File: config.mk
export PLATFORM = sky130hd
export DESIGN_NAME = flash_update_frame_parser_top
export DESIGN_NICKNAME = d
export VERILOG_FILES = /design/src/hw/rtl/fufp_pkg.sv /design/src/hw/rtl/fufp_frame_ram.sv /design/src/hw/rtl/flash_update_frame_parser_top.sv
export SDC_FILE = /design/constraint.sdc
export NUM_CORES = 2
export LEC_CHECK = 0
export ABC_AREA = 1
export BUFFER_PORTS_ARGS = -buffer_cell sky130_fd_sc_hd__buf_2
export CORE_MARGIN = 5
export CORE_UTILIZATION = 45
export CTS_BUF_LIST = sky130_fd_sc_hd__clkbuf_4 sky130_fd_sc_hd__clkbuf_8
export DETAILED_ROUTE_END_ITERATION = 16
export HOLD_SLACK_MARGIN = 0.06
export PLACE_DENSITY_LB_ADDON = 0.05
export SETUP_SLACK_MARGIN = 0.2
export SLEW_MARGIN = 10
export SYNTH_ARGS = -nofsm -noshare
export SYNTH_HDL_FRONTEND = slang
export SYNTH_SLANG_ARGS = --single-unit
File: constraint.sdc
create_clock -name clk_i -period 8.73 [get_ports clk_i]
set_input_delay 1.746 -clock clk_i [delete_from_list [all_inputs] [get_ports clk_i]]
set_output_delay 1.746 -clock clk_i [all_outputs]
set_load 0.01 [all_outputs]
File: src/hw/rtl/fufp_pkg.sv
// Package: constants, codes and helpers for the flash update frame parser.
package fufp_pkg;

  localparam int unsigned BlockBytes    = 128;
  localparam int unsigned BlocksPerPage = 32;
  localparam int unsigned TotalPages    = 1024;
  localparam int unsigned FrameMax      = 132;
  localparam int unsigned WordsPerBlock = BlockBytes / 8;
  localparam int unsigned PageBytes     = BlockBytes * BlocksPerPage;
  localparam int unsigned AddrW         = 22;
  localparam int unsigned FsAddrW       = 8;
  localparam int unsigned SubW          = 5;
  localparam int unsigned PageShift     = 12;
  localparam int unsigned BlkShift      = 7;

  localparam logic [2:0] KindTx     = 3'd0;
  localparam logic [2:0] KindErase  = 3'd1;
  localparam logic [2:0] KindWrite  = 3'd2;
  localparam logic [2:0] KindRead   = 3'd3;
  localparam logic [2:0] KindBkCal  = 3'd4;
  localparam logic [2:0] KindBkSet  = 3'd5;
  localparam logic [2:0] KindReboot = 3'd6;

  localparam logic [7:0] CmdNop    = 8'h32;
  localparam logic [7:0] CmdBackup = 8'h35;
  localparam logic [7:0] CmdRead   = 8'h52;
  localparam logic [7:0] SubOk16   = 8'h16;
  localparam logic [7:0] SubOk10   = 8'h10;
  localparam logic [7:0] SubBackup = 8'hEE;

  localparam logic CfgOk  = 1'b0;
  localparam logic CfgNok = 1'b1;

  typedef struct packed {
    logic       valid;
    logic [9:0] base;
    logic [10:0] span;
    logic [1:0] region;
  } region_t;

  function automatic region_t region_lookup(logic [7:0] c);
    region_t r;
    r = '{valid: 1'b1, base: 10'd0, span: 11'd0, region: 2'd0};
    case (c)
      8'h40: begin r.base = 10'h000; r.span = 11'h2D0; end
      8'h41: begin r.base = 10'h2D0; r.span = 11'h028; end
      8'h42: begin r.base = 10'h2F8; r.span = 11'h022; end
      8'h43: begin r.base = 10'h31A; r.span = 11'h002; end
      8'h47: begin r.base = 10'h3B5; r.span = 11'h00A; end
      8'h48: begin r.base = 10'h3BF; r.span = 11'h001; r.region = 2'd1; end
      8'h49: begin r.base = 10'h3C1; r.span = 11'h00A; r.region = 2'd2; end
      8'h4B: begin r.base = 10'h3D8; r.span = 11'h00A; end
      8'h4C: begin r.base = 10'h31C; r.span = 11'h099; end
      8'h57: begin r.base = 10'h000; r.span = 11'h400; end
      default: r.valid = 1'b0;
    endcase
    return r;
  endfunction

  typedef struct packed {
    logic [2:0]  kind;
    logic [7:0]  tx_byte;
    logic [21:0] flash_address;
    logic [63:0] write_data;
    logic        last;
  } res_t;

endpackage

File: src/hw/rtl/fufp_frame_ram.sv
// Frame store: 132 x 8 synchronous RAM, one write and one registered read port.
module fufp_frame_ram (
  input  logic                        clk_i,
  input  logic                        we_i,
  input  logic [fufp_pkg::FsAddrW-1:0] waddr_i,
  input  logic [7:0]                  wdata_i,
  input  logic [fufp_pkg::FsAddrW-1:0] raddr_i,
  output logic [7:0]                  rdata_o
);
  logic [7:0] mem_q [fufp_pkg::FrameMax];

  always_ff @(posedge clk_i) begin
    if (we_i) begin
      mem_q[waddr_i] <= wdata_i;
    end
    rdata_o <= mem_q[raddr_i];
  end
endmodule

File: src/hw/rtl/flash_update_frame_parser_top.sv
// Top level: frame parser sequencer around the frame store RAM.
//
// channel | dir | handshake         | payload
// in      | in  | in_valid/ready    | func_i, data_byte_i
// out     | out | out_valid/ready   | kind_o .. flashing_o
// cfg     | in  | cfg_valid/ready   | cfg_index_i, cfg_data_i
//
// One item at a time. A serial beat keeps in_ready low while it is stored, its
// three header bytes are read and it is dispatched, and while its result beats go out.
// A flash return beat keeps it low while its echoed result beats go out.
// A write frame gathers each 8-byte word of its block from the frame store and
// then presents it as a write beat; a new page's block follows its erase beat.
// Each result beat waits for out_ready. Reset is asynchronous; the frame
// store needs no clearing.
module flash_update_frame_parser_top (
  input  logic        clk_i,
  input  logic        rst_ni,
  input  logic        in_valid,
  output logic        in_ready,
  input  logic        func_i,
  input  logic [7:0]  data_byte_i,
  output logic        out_valid,
  input  logic        out_ready,
  output logic [2:0]  kind_o,
  output logic [7:0]  tx_byte_o,
  output logic [21:0] flash_address_o,
  output logic [63:0] write_data_o,
  output logic        last_o,
  output logic        busy_res_o,
  output logic        flashing_o,
  input  logic        cfg_valid,
  output logic        cfg_ready,
  input  logic [0:0]  cfg_index_i,
  input  logic [7:0]  cfg_data_i
);
  localparam logic [3:0] StIdle  = 4'd0;
  localparam logic [3:0] StEval  = 4'd1;
  localparam logic [3:0] StHdr1  = 4'd2;
  localparam logic [3:0] StHdr2  = 4'd3;
  localparam logic [3:0] StHdr3  = 4'd4;
  localparam logic [3:0] StDisp  = 4'd5;
  localparam logic [3:0] StEmit  = 4'd6;
  localparam logic [3:0] StGath  = 4'd7;
  localparam logic [3:0] StWord  = 4'd8;

  logic [3:0]  st_q;
  logic [7:0]  ok_q, nok_q;
  logic [7:0]  len_q, sum_q, cmd_q, b1_q, b2_q, byte_q;
  logic        good_q, func_q;
  logic [15:0] erased_q;
  logic [31:0] wmap_q;
  logic [1:0]  lreg_q;
  logic        fmode_q, run_q;
  logic [7:0]  rrem_q, rsum_q;
  logic        ram_we;
  logic [7:0]  ram_waddr, ram_raddr_q, ram_rdata;

  // result queue of up to four queued beats plus word stream
  fufp_pkg::res_t q_q [4];
  logic [2:0]  qn_q, qi_q;
  logic        reboot_q;
  logic [63:0] word_q;
  logic [3:0]  bi_q;
  logic [4:0]  wi_q;
  logic [21:0] waddr_q;
  logic [4:0]  sub_q;

  fufp_frame_ram u_ram (
    .clk_i  (clk_i),
    .we_i   (ram_we),
    .waddr_i(ram_waddr),
    .wdata_i(data_byte_i),
    .raddr_i(ram_raddr_q),
    .rdata_o(ram_rdata)
  );

  logic [7:0] wlen;
  assign wlen = (len_q >= 8'(fufp_pkg::FrameMax)) ? 8'd0 : len_q;
  assign ram_we    = in_valid && in_ready && !func_i;
  assign ram_waddr = wlen;
  assign in_ready  = (st_q == StIdle);
  assign cfg_ready = 1'b1;

  function automatic fufp_pkg::res_t tx(logic [7:0] b);
    return '{kind: fufp_pkg::KindTx, tx_byte: b, flash_address: '0,
             write_data: '0, last: 1'b0};
  endfunction
  function automatic fufp_pkg::res_t ev(logic [2:0] k, logic [21:0] a);
    return '{kind: k, tx_byte: '0, flash_address: a, write_data: '0, last: 1'b0};
  endfunction

  fufp_pkg::res_t cur;
  always_comb begin
    if (st_q == StWord) begin
      cur = '{kind: fufp_pkg::KindWrite, tx_byte: '0, flash_address: waddr_q,
              write_data: word_q, last: 1'b0};
    end else begin
      cur = q_q[qi_q[1:0]];
      // an erase beat is always followed by the block's word beats
      cur.last = (qi_q + 3'd1 == qn_q) && (cur.kind != fufp_pkg::KindErase);
    end
  end
  assign out_valid       = ((st_q == StEmit) && (qn_q != 3'd0)) || (st_q == StWord);
  assign kind_o          = cur.kind;
  assign tx_byte_o       = cur.tx_byte;
  assign flash_address_o = cur.flash_address;
  assign write_data_o    = cur.write_data;
  assign last_o          = cur.last;
  assign busy_res_o      = run_q || (rrem_q != 8'd0);
  assign flashing_o      = fmode_q;

  fufp_pkg::region_t rg;
  logic [15:0] blk;
  logic [10:0] off;
  logic [10:0] page;
  assign rg   = fufp_pkg::region_lookup(cmd_q);
  assign blk  = {b1_q, b2_q};
  assign off  = blk[15:fufp_pkg::SubW];
  assign page = 11'(rg.base) + off;

  always_ff @(posedge clk_i or negedge rst_ni) begin
    if (!rst_ni) begin
      st_q <= StIdle; ok_q <= 8'd6; nok_q <= 8'd255;
      len_q <= '0; sum_q <= '0; erased_q <= 16'hFFFF; wmap_q <= '0;
      lreg_q <= '0; fmode_q <= 1'b0; run_q <= 1'b0; rrem_q <= '0; rsum_q <= '0;
      qn_q <= '0; qi_q <= '0; reboot_q <= 1'b0; ram_raddr_q <= '0;
      cmd_q <= '0; b1_q <= '0; b2_q <= '0; byte_q <= '0;
      good_q <= 1'b0; func_q <= 1'b0; bi_q <= '0; wi_q <= '0;
      word_q <= '0; waddr_q <= '0; sub_q <= '0;
      for (int i = 0; i < 4; i++) q_q[i] <= '0;
    end else begin
      if (cfg_valid && cfg_ready) begin
        if (cfg_index_i == fufp_pkg::CfgOk) ok_q <= cfg_data_i;
        else nok_q <= cfg_data_i;
      end
      unique case (st_q)
        StIdle: if (in_valid) begin
          func_q <= func_i; byte_q <= data_byte_i; qn_q <= '0; qi_q <= '0;
          reboot_q <= 1'b0;
          if (!func_i) begin
            len_q  <= wlen + 8'd1;
            good_q <= ((len_q >= 8'(fufp_pkg::FrameMax)) ? 8'd0 : sum_q) == data_byte_i;
            sum_q  <= ((len_q >= 8'(fufp_pkg::FrameMax)) ? 8'd0 : sum_q) + data_byte_i;
            run_q  <= 1'b1;
            ram_raddr_q <= '0;
          end
          st_q <= StEval;
        end
        StEval: begin
          if (func_q) begin
            if (rrem_q != 8'd0) begin
              q_q[0] <= tx(byte_q);
              rsum_q <= rsum_q + byte_q;
              rrem_q <= rrem_q - 8'd1;
              if (rrem_q == 8'd1) begin
                q_q[1] <= tx(rsum_q + byte_q); qn_q <= 3'd2;
              end else qn_q <= 3'd1;
              st_q <= StEmit;
            end else st_q <= StIdle;
          end else begin
            ram_raddr_q <= 8'd1;
            st_q <= StHdr1;
          end
        end
        StHdr1: begin cmd_q <= ram_rdata; ram_raddr_q <= 8'd2; st_q <= StHdr2; end
        StHdr2: begin b1_q <= ram_rdata; ram_raddr_q <= 8'd3; st_q <= StHdr3; end
        StHdr3: begin b2_q <= ram_rdata; ram_raddr_q <= 8'd3; st_q <= StDisp; end
        StDisp: begin
          st_q <= StEmit;
          if (len_q == 8'd1) begin
            if (!(cmd_q == fufp_pkg::CmdNop || cmd_q == fufp_pkg::CmdBackup ||
                  cmd_q == fufp_pkg::CmdRead || rg.valid)) begin
              q_q[0] <= tx(nok_q); qn_q <= 3'd1;
              len_q <= '0; sum_q <= '0; run_q <= 1'b0;
            end
          end else if (cmd_q == fufp_pkg::CmdNop) begin
            if (len_q == 8'd5) begin
              if (!good_q) begin q_q[0] <= tx(nok_q); qn_q <= 3'd1; end
              else if (ram_rdata == fufp_pkg::SubOk16 || ram_rdata == fufp_pkg::SubOk10)
              begin q_q[0] <= tx(ok_q); qn_q <= 3'd1; end
              len_q <= '0; sum_q <= '0; run_q <= 1'b0;
            end
          end else if (cmd_q == fufp_pkg::CmdBackup) begin
            if (len_q == 8'd5) begin
              len_q <= '0; sum_q <= '0; run_q <= 1'b0;
              if (!good_q) begin q_q[0] <= tx(nok_q); qn_q <= 3'd1; end
              else if (ram_rdata == fufp_pkg::SubOk16) begin
                q_q[0] <= tx(ok_q); qn_q <= 3'd1;
              end else if (ram_rdata == fufp_pkg::SubBackup) begin
                if (fmode_q) begin
                  reboot_q <= 1'b1;
                  if (lreg_q == 2'd1 || lreg_q == 2'd2) begin
                    q_q[0] <= ev((lreg_q == 2'd1) ? fufp_pkg::KindBkCal
                                                  : fufp_pkg::KindBkSet, '0);
                    q_q[1] <= tx(ok_q);
                    q_q[2] <= ev(fufp_pkg::KindReboot, '0); qn_q <= 3'd3;
                  end else begin
                    q_q[0] <= tx(nok_q);
                    q_q[1] <= ev(fufp_pkg::KindReboot, '0); qn_q <= 3'd2;
                  end
                  erased_q <= 16'hFFFF; wmap_q <= '0; lreg_q <= '0;
                  fmode_q <= 1'b0; rrem_q <= '0; rsum_q <= '0;
                end
              end else begin q_q[0] <= tx(nok_q); qn_q <= 3'd1; end
            end
          end else if (cmd_q == fufp_pkg::CmdRead) begin
            if (len_q == 8'd4) begin
              len_q <= '0; sum_q <= '0; run_q <= 1'b0;
              if (!good_q) begin q_q[0] <= tx(nok_q); qn_q <= 3'd1; end
              else begin
                q_q[0] <= tx(cmd_q); q_q[1] <= tx(b1_q); q_q[2] <= tx(b2_q);
                q_q[3] <= ev(fufp_pkg::KindRead,
                             22'({blk, 7'd0}));
                qn_q <= 3'd4;
                rsum_q <= cmd_q + b1_q + b2_q;
                rrem_q <= 8'(fufp_pkg::BlockBytes);
              end
            end
          end else if (rg.valid) begin
            if (len_q == 8'(fufp_pkg::FrameMax)) begin
              sum_q <= '0;
              if (!good_q) begin q_q[0] <= tx(nok_q); qn_q <= 3'd1; end
              else begin
                fmode_q <= 1'b1; lreg_q <= rg.region;
                if (off >= rg.span || page >= 11'(fufp_pkg::TotalPages)) begin
                  q_q[0] <= tx(nok_q); qn_q <= 3'd1;
                end else if (16'(page) != erased_q) begin
                  q_q[0] <= ev(fufp_pkg::KindErase, 22'({page, 12'd0}));
                  qn_q <= 3'd1; erased_q <= 16'(page); wmap_q <= '0;
                  sub_q <= blk[4:0];
                  waddr_q <= 22'({page, 12'd0}) + 22'({blk[4:0], 7'd0});
                  ram_raddr_q <= 8'd3; bi_q <= '0; wi_q <= '0;
                  st_q <= StEmit;
                end else if (wmap_q[blk[4:0]]) begin
                  q_q[0] <= tx(nok_q); qn_q <= 3'd1;
                end else begin
                  sub_q <= blk[4:0];
                  waddr_q <= 22'({page, 12'd0}) + 22'({blk[4:0], 7'd0});
                  ram_raddr_q <= 8'd3; bi_q <= '0; wi_q <= '0;
                  st_q <= StGath;
                end
              end
            end
          end else begin
            q_q[0] <= tx(nok_q); qn_q <= 3'd1;
            len_q <= '0; sum_q <= '0; run_q <= 1'b0;
          end
        end
        StEmit: begin
          if (qn_q == 3'd0) st_q <= StIdle;
          else if (out_ready) begin
            if (qi_q + 3'd1 == qn_q) begin
              qn_q <= '0; qi_q <= '0;
              if (reboot_q) begin
                len_q <= '0; sum_q <= '0; run_q <= 1'b0;
              end
              st_q <= (ram_raddr_q == 8'd3 && bi_q == 4'd0 && wi_q == 5'd0 &&
                       q_q[0].kind == fufp_pkg::KindErase)
                      ? StGath : StIdle;
            end else qi_q <= qi_q + 3'd1;
          end
        end
        StGath: begin
          // RAM read data lags the address by a register; the first step of each word primes it
          ram_raddr_q <= ram_raddr_q + 8'd1;
          if (ram_raddr_q != 8'd3 + 8'({wi_q[3:0], 3'd0}) + 8'(bi_q) || bi_q != 4'd0)
          begin
            word_q <= {ram_rdata, word_q[63:8]};
            if (bi_q == 4'd8) begin
              bi_q <= '0;
              ram_raddr_q <= ram_raddr_q;
              st_q <= StWord;
            end else bi_q <= bi_q + 4'd1;
          end else bi_q <= 4'd1;
        end
        StWord: if (out_ready) begin
          waddr_q <= waddr_q + 22'd8;
          if (wi_q == 5'(fufp_pkg::WordsPerBlock - 1)) begin
            wmap_q[sub_q] <= 1'b1;
            q_q[0] <= tx(ok_q); qn_q <= 3'd1; qi_q <= '0; wi_q <= '0;
            q_q[1] <= '0;
            st_q <= StEmit;
            ram_raddr_q <= '0;
          end else begin
            wi_q <= wi_q + 5'd1;
            st_q <= StGath;
          end
        end
        default: st_q <= StIdle;
      endcase
    end
  end
endmodule

==> key figures <==
Worst hold path
  – Hold path depth: 2
  – HP Class: reg2reg
  – End of the worst hold path: q_q[95]
  – Hold_sp: q_q[95]

Pwr
  – VDD IR-drop max: 0.000199 V
  – Post-layout power: 20.0 mW
  – Power Density: a little under 300 nW/um^2
  – P_leak: 24.6 nW

Place
  – Gp weighted congestion: 0.924
  – Setup WS pre-CTS: around 3.8 ns
  – DP HPWL: 120 mm
  – IO Port Bufs: 121

Global routing
  – GR met1 Demand/Resource: 0.359
  – Initial antenna violation count: 9
  – GRT overflow: 0
  – Vias in the first global route: 43496
  – Grt met3 use: 0.0450
  – Met2 Usage GRT: 0.432
  – Largest net degree at the start of global routing: ~190
  – First-pass GRT wire length: between 200 and 300 mm
  – Total GRT Usage: 0.265
  – Grt peak-use layer: met2

Drt
  – Post-DR wirelength/cell: approximately 25 microns
  – DR pass1 iterations: 6
  – Routed vias/inst: approximately 5.7
  – Routed WL: 192 mm
  – Initial DRC Count: about 4000
  – Vias: around 45000
  – Residual DRC: 0
  – ANT nets after route: 0

Worst setup path
  – R2r setup slk: around 4.5 ns
  – Crit Path Class: reg2out
  – Worst Setup End Kind: primary output
  – Critical path data required time: about 7 ns
  – CP Launch Type: register
  – R2R cell count: 25
  – Largest delay share family, worst path: buffers and inverters
  – Worst path cell trace: nor2_1 -> nand3_4 -> inv_2 -> buf_4 -> nor2_1 -> nand2_1 -> buf_2
  – Most common cell on crit path: nor2_1
  – WP data arrival: around 3.5 ns
  – CP max stage cell: buf_4
  – CP Buf/Inv Count: 3
  – Worst r2r src: cmd_q[6]
  – CP max FO: between 60 and 70
  – Worst R2R End: q_q[388]
  – CP peak stage delay: about 0.62 ns

Timing
  – Clock Skews: around 0.049 ns
  – Final hold violation count: 0
  – WHS: ~0.45 ns
  – Final setup viols: 0
  – Final min period: around 5.3 ns
  – Slew Viols, Final: 0
  – RSZ-0062 raised after global routing: false
  – Setup_tns: 0 ns
  – Worst Tran Pin Value: 1.19 ns
  – F_max: roughly 0.19 GHz
  – Setup ws final: about 3.4 ns
  – Final period utilization: 0.606
  – Max-slew headroom: 0.195

Synthesis
  – FFs w/ async S/R, synth: 0.220
  – Netlist cell types: about 70
  – Post-Syn Area: between 60000 and 70000 sq um
  – Syn. warnings: 0
  – Cell count after synthesis: around 5800
  – Synth Register Bits: between 1000 and 1500
  – Post-synth EDFFs: roughly 1100
  – Primary FF master, synth: edfxtp_1
  – Register area share after synthesis: 0.650
  – Avg Synthesized Cell Area: around 11 sq um

Die
  – Die ar.: 142000 sq um
  – Die Y: between 300 and 400 microns
  – Core area: around 130000 sq um
  – Row cnt: between 100 and 150
  – Chip Width: about 380 microns
  – Initial core utilization: 0.453
  – I/O pin count: around 130

Finish
  – Share of cells above drive strength 1: 0.120
  – Multi-input logic area: between 15000 and 20000 sq um
  – Seq. cell area: about 39000 sq um
  – Fin nets: a little under 6000
  – Fillers: 12371
  – Area delta synth->final: 11.1%

Clock tree
  – Setup Buffers After CTS: 0
  – TritonCTS Sinks: between 1000 and 1500
  – Clock slew seen by the registers of the worst setup and hold paths: approximately 0.06 ns
  – CTS Hold Buffers Added: 0
  – Cts bufs inserted: ~230
  – H-tree lvl count: 4
  – CTS Buffer Depth: 3
  – CTS tree: yes
  – Post-CTS sizing: 0
  – Clk_lat worst skew: between 0.9 and 1 ns
  – Root Driver: clkbuf_8

Outcome
  – Status: finished, final reports clean

Flow run
  – Max-cap violation count: 0
## synthesized netlist by cell type, types with 16 or more instances
cell type	instances	area (sq um)
inv_1	319	1200
o21ai_1	125	626
nand2_2	17	106
dfstp_2	22	578
nand4_1	55	344
a31oi_1	16	100
buf_1	24	90.1
inv_2	21	78.8
o211ai_1	60	450
nand2_1	869	3260
a21oi_1	98	490
nand3_1	267	1340
clkbuf_1	235	882
nor2_1	931	3490
ha_1	55	688
o21ai_0	737	3690
nor2_2	16	100
xor2_1	30	263
buf_4	22	165
o22ai_1	165	1030
nor3_1	27	135
buf_2	28	140
o221ai_1	100	876
dfrtp_1	278	6960
edfxtp_1	1056	31700
## where the power goes
part           switching (mW)  total (mW)  internal [mW]
clock                    2.68        5.83           3.15
sequential              0.449        7.81           7.36
combinational            4.60        6.37           1.77
## final cells by class
| class | instances | share of cell area |
|---|---|---|
| clock inverter | 86 | 0.0103 |
| antenna | 3 | 0.000111 |
| inverter | 347 | 0.0197 |
| clock buffer | 327 | 0.0585 |
| multi-input combinational | 3727 | 0.275 |
| tap | 1768 | 0.0328 |
| sequential | 1364 | 0.585 |
| timing repair buffer | 189 | 0.0183 |
## cells by family (layout without fill, tap and decap cells)
logic type,after synthesis,count (layout),synth area share
fa+ha+maj,66,66,0.0150
flops,1364,1364,0.650
simple gates,2239,2239,0.154
mux,5,5,0.000928
other cells,2,7,0.000124
buf+inv,670,949,0.0453
xor+xnor,44,44,0.00635
compound gates,1369,1369,0.129
## cells in the final DEF, fill, tap and decap left out, drive strengths merged, types with 56 or more instances in the layout
master,n
o211ai,61
a21oi,99
nand4,56
inv,355
dfrtp,278
o221ai,100
nand2,892
o21ai,876
buf,189
clkbuf,327
nor2,956
clkinv,67
nand3,274
o22ai,165
edfxtp,1056
## layer usage
layer,vias to the layer above,wire length [microns]
met2,1694,90600
met3,346,12400
met4,2,6860
met1,22006,81900
met5,-,13
li1,20547,-
## flip-flops by register name, indices dropped and copies added (netlist names), 12 cells and up
signal,cells
erased_q,12
q_q,54
u_ram.mem_q,1056
waddr_q,19
wmap_q,32
word_q,64
## per-stage QoR
stage / std cells / cell area, sq um / utilization
2_1_floorplan: 5761 / 60700 / -
3_3_place_gp: 7395 / 62700 / 0.469
3_5_place_dp: 7395 / 62700 / 0.469
4_1_cts: 7808 / 67400 / 0.504
5_1_grt: 7811 / 67400 / 0.504
6_report: 7811 / 67400 / 0.504
## worst max path at each step
stage / from / endpoint / slack, ns / cells past startpoint
2_1_floorplan: in_valid / u_ram.mem_q[47][0] / 5.20 / 8
3_3_place_gp: in_valid / u_ram.mem_q[79][4] / 3.84 / 9
3_5_place_dp: in_valid / u_ram.mem_q[115][2] / 3.81 / 9
4_1_cts: st_q[0] / kind_o[1] / 3.27 / 7
5_1_grt: st_q[0] / kind_o[1] / 3.14 / 7
6_report: st_q[0] / kind_o[1] / 3.44 / 7
## worst register-to-register path, stage by stage (launching register included)
cell	delay, ns
dfrtp_1	0.40
inv_1	0.11
nor2_2	0.05
nand3_2	0.14
nor2_2	0.09
nand2_1	0.13
nand2_1	0.07
inv_1	0.10
nand2_1	0.07
ha_1	0.24
fa_1	0.60
inv_1	0.09
a21oi_1	0.13
nand3_1	0.09
nor2_1	0.14
nand3_1	0.08
nor2_1	0.09
nand2_1	0.07
nor2_2	0.14
nand3_2	0.17
nor2_1	0.12
nand2_1	0.12
nand3_2	0.53
inv_2	0.19
nand2_1	0.13
nand2_1	0.05
(Power assumes the default switching activity.)
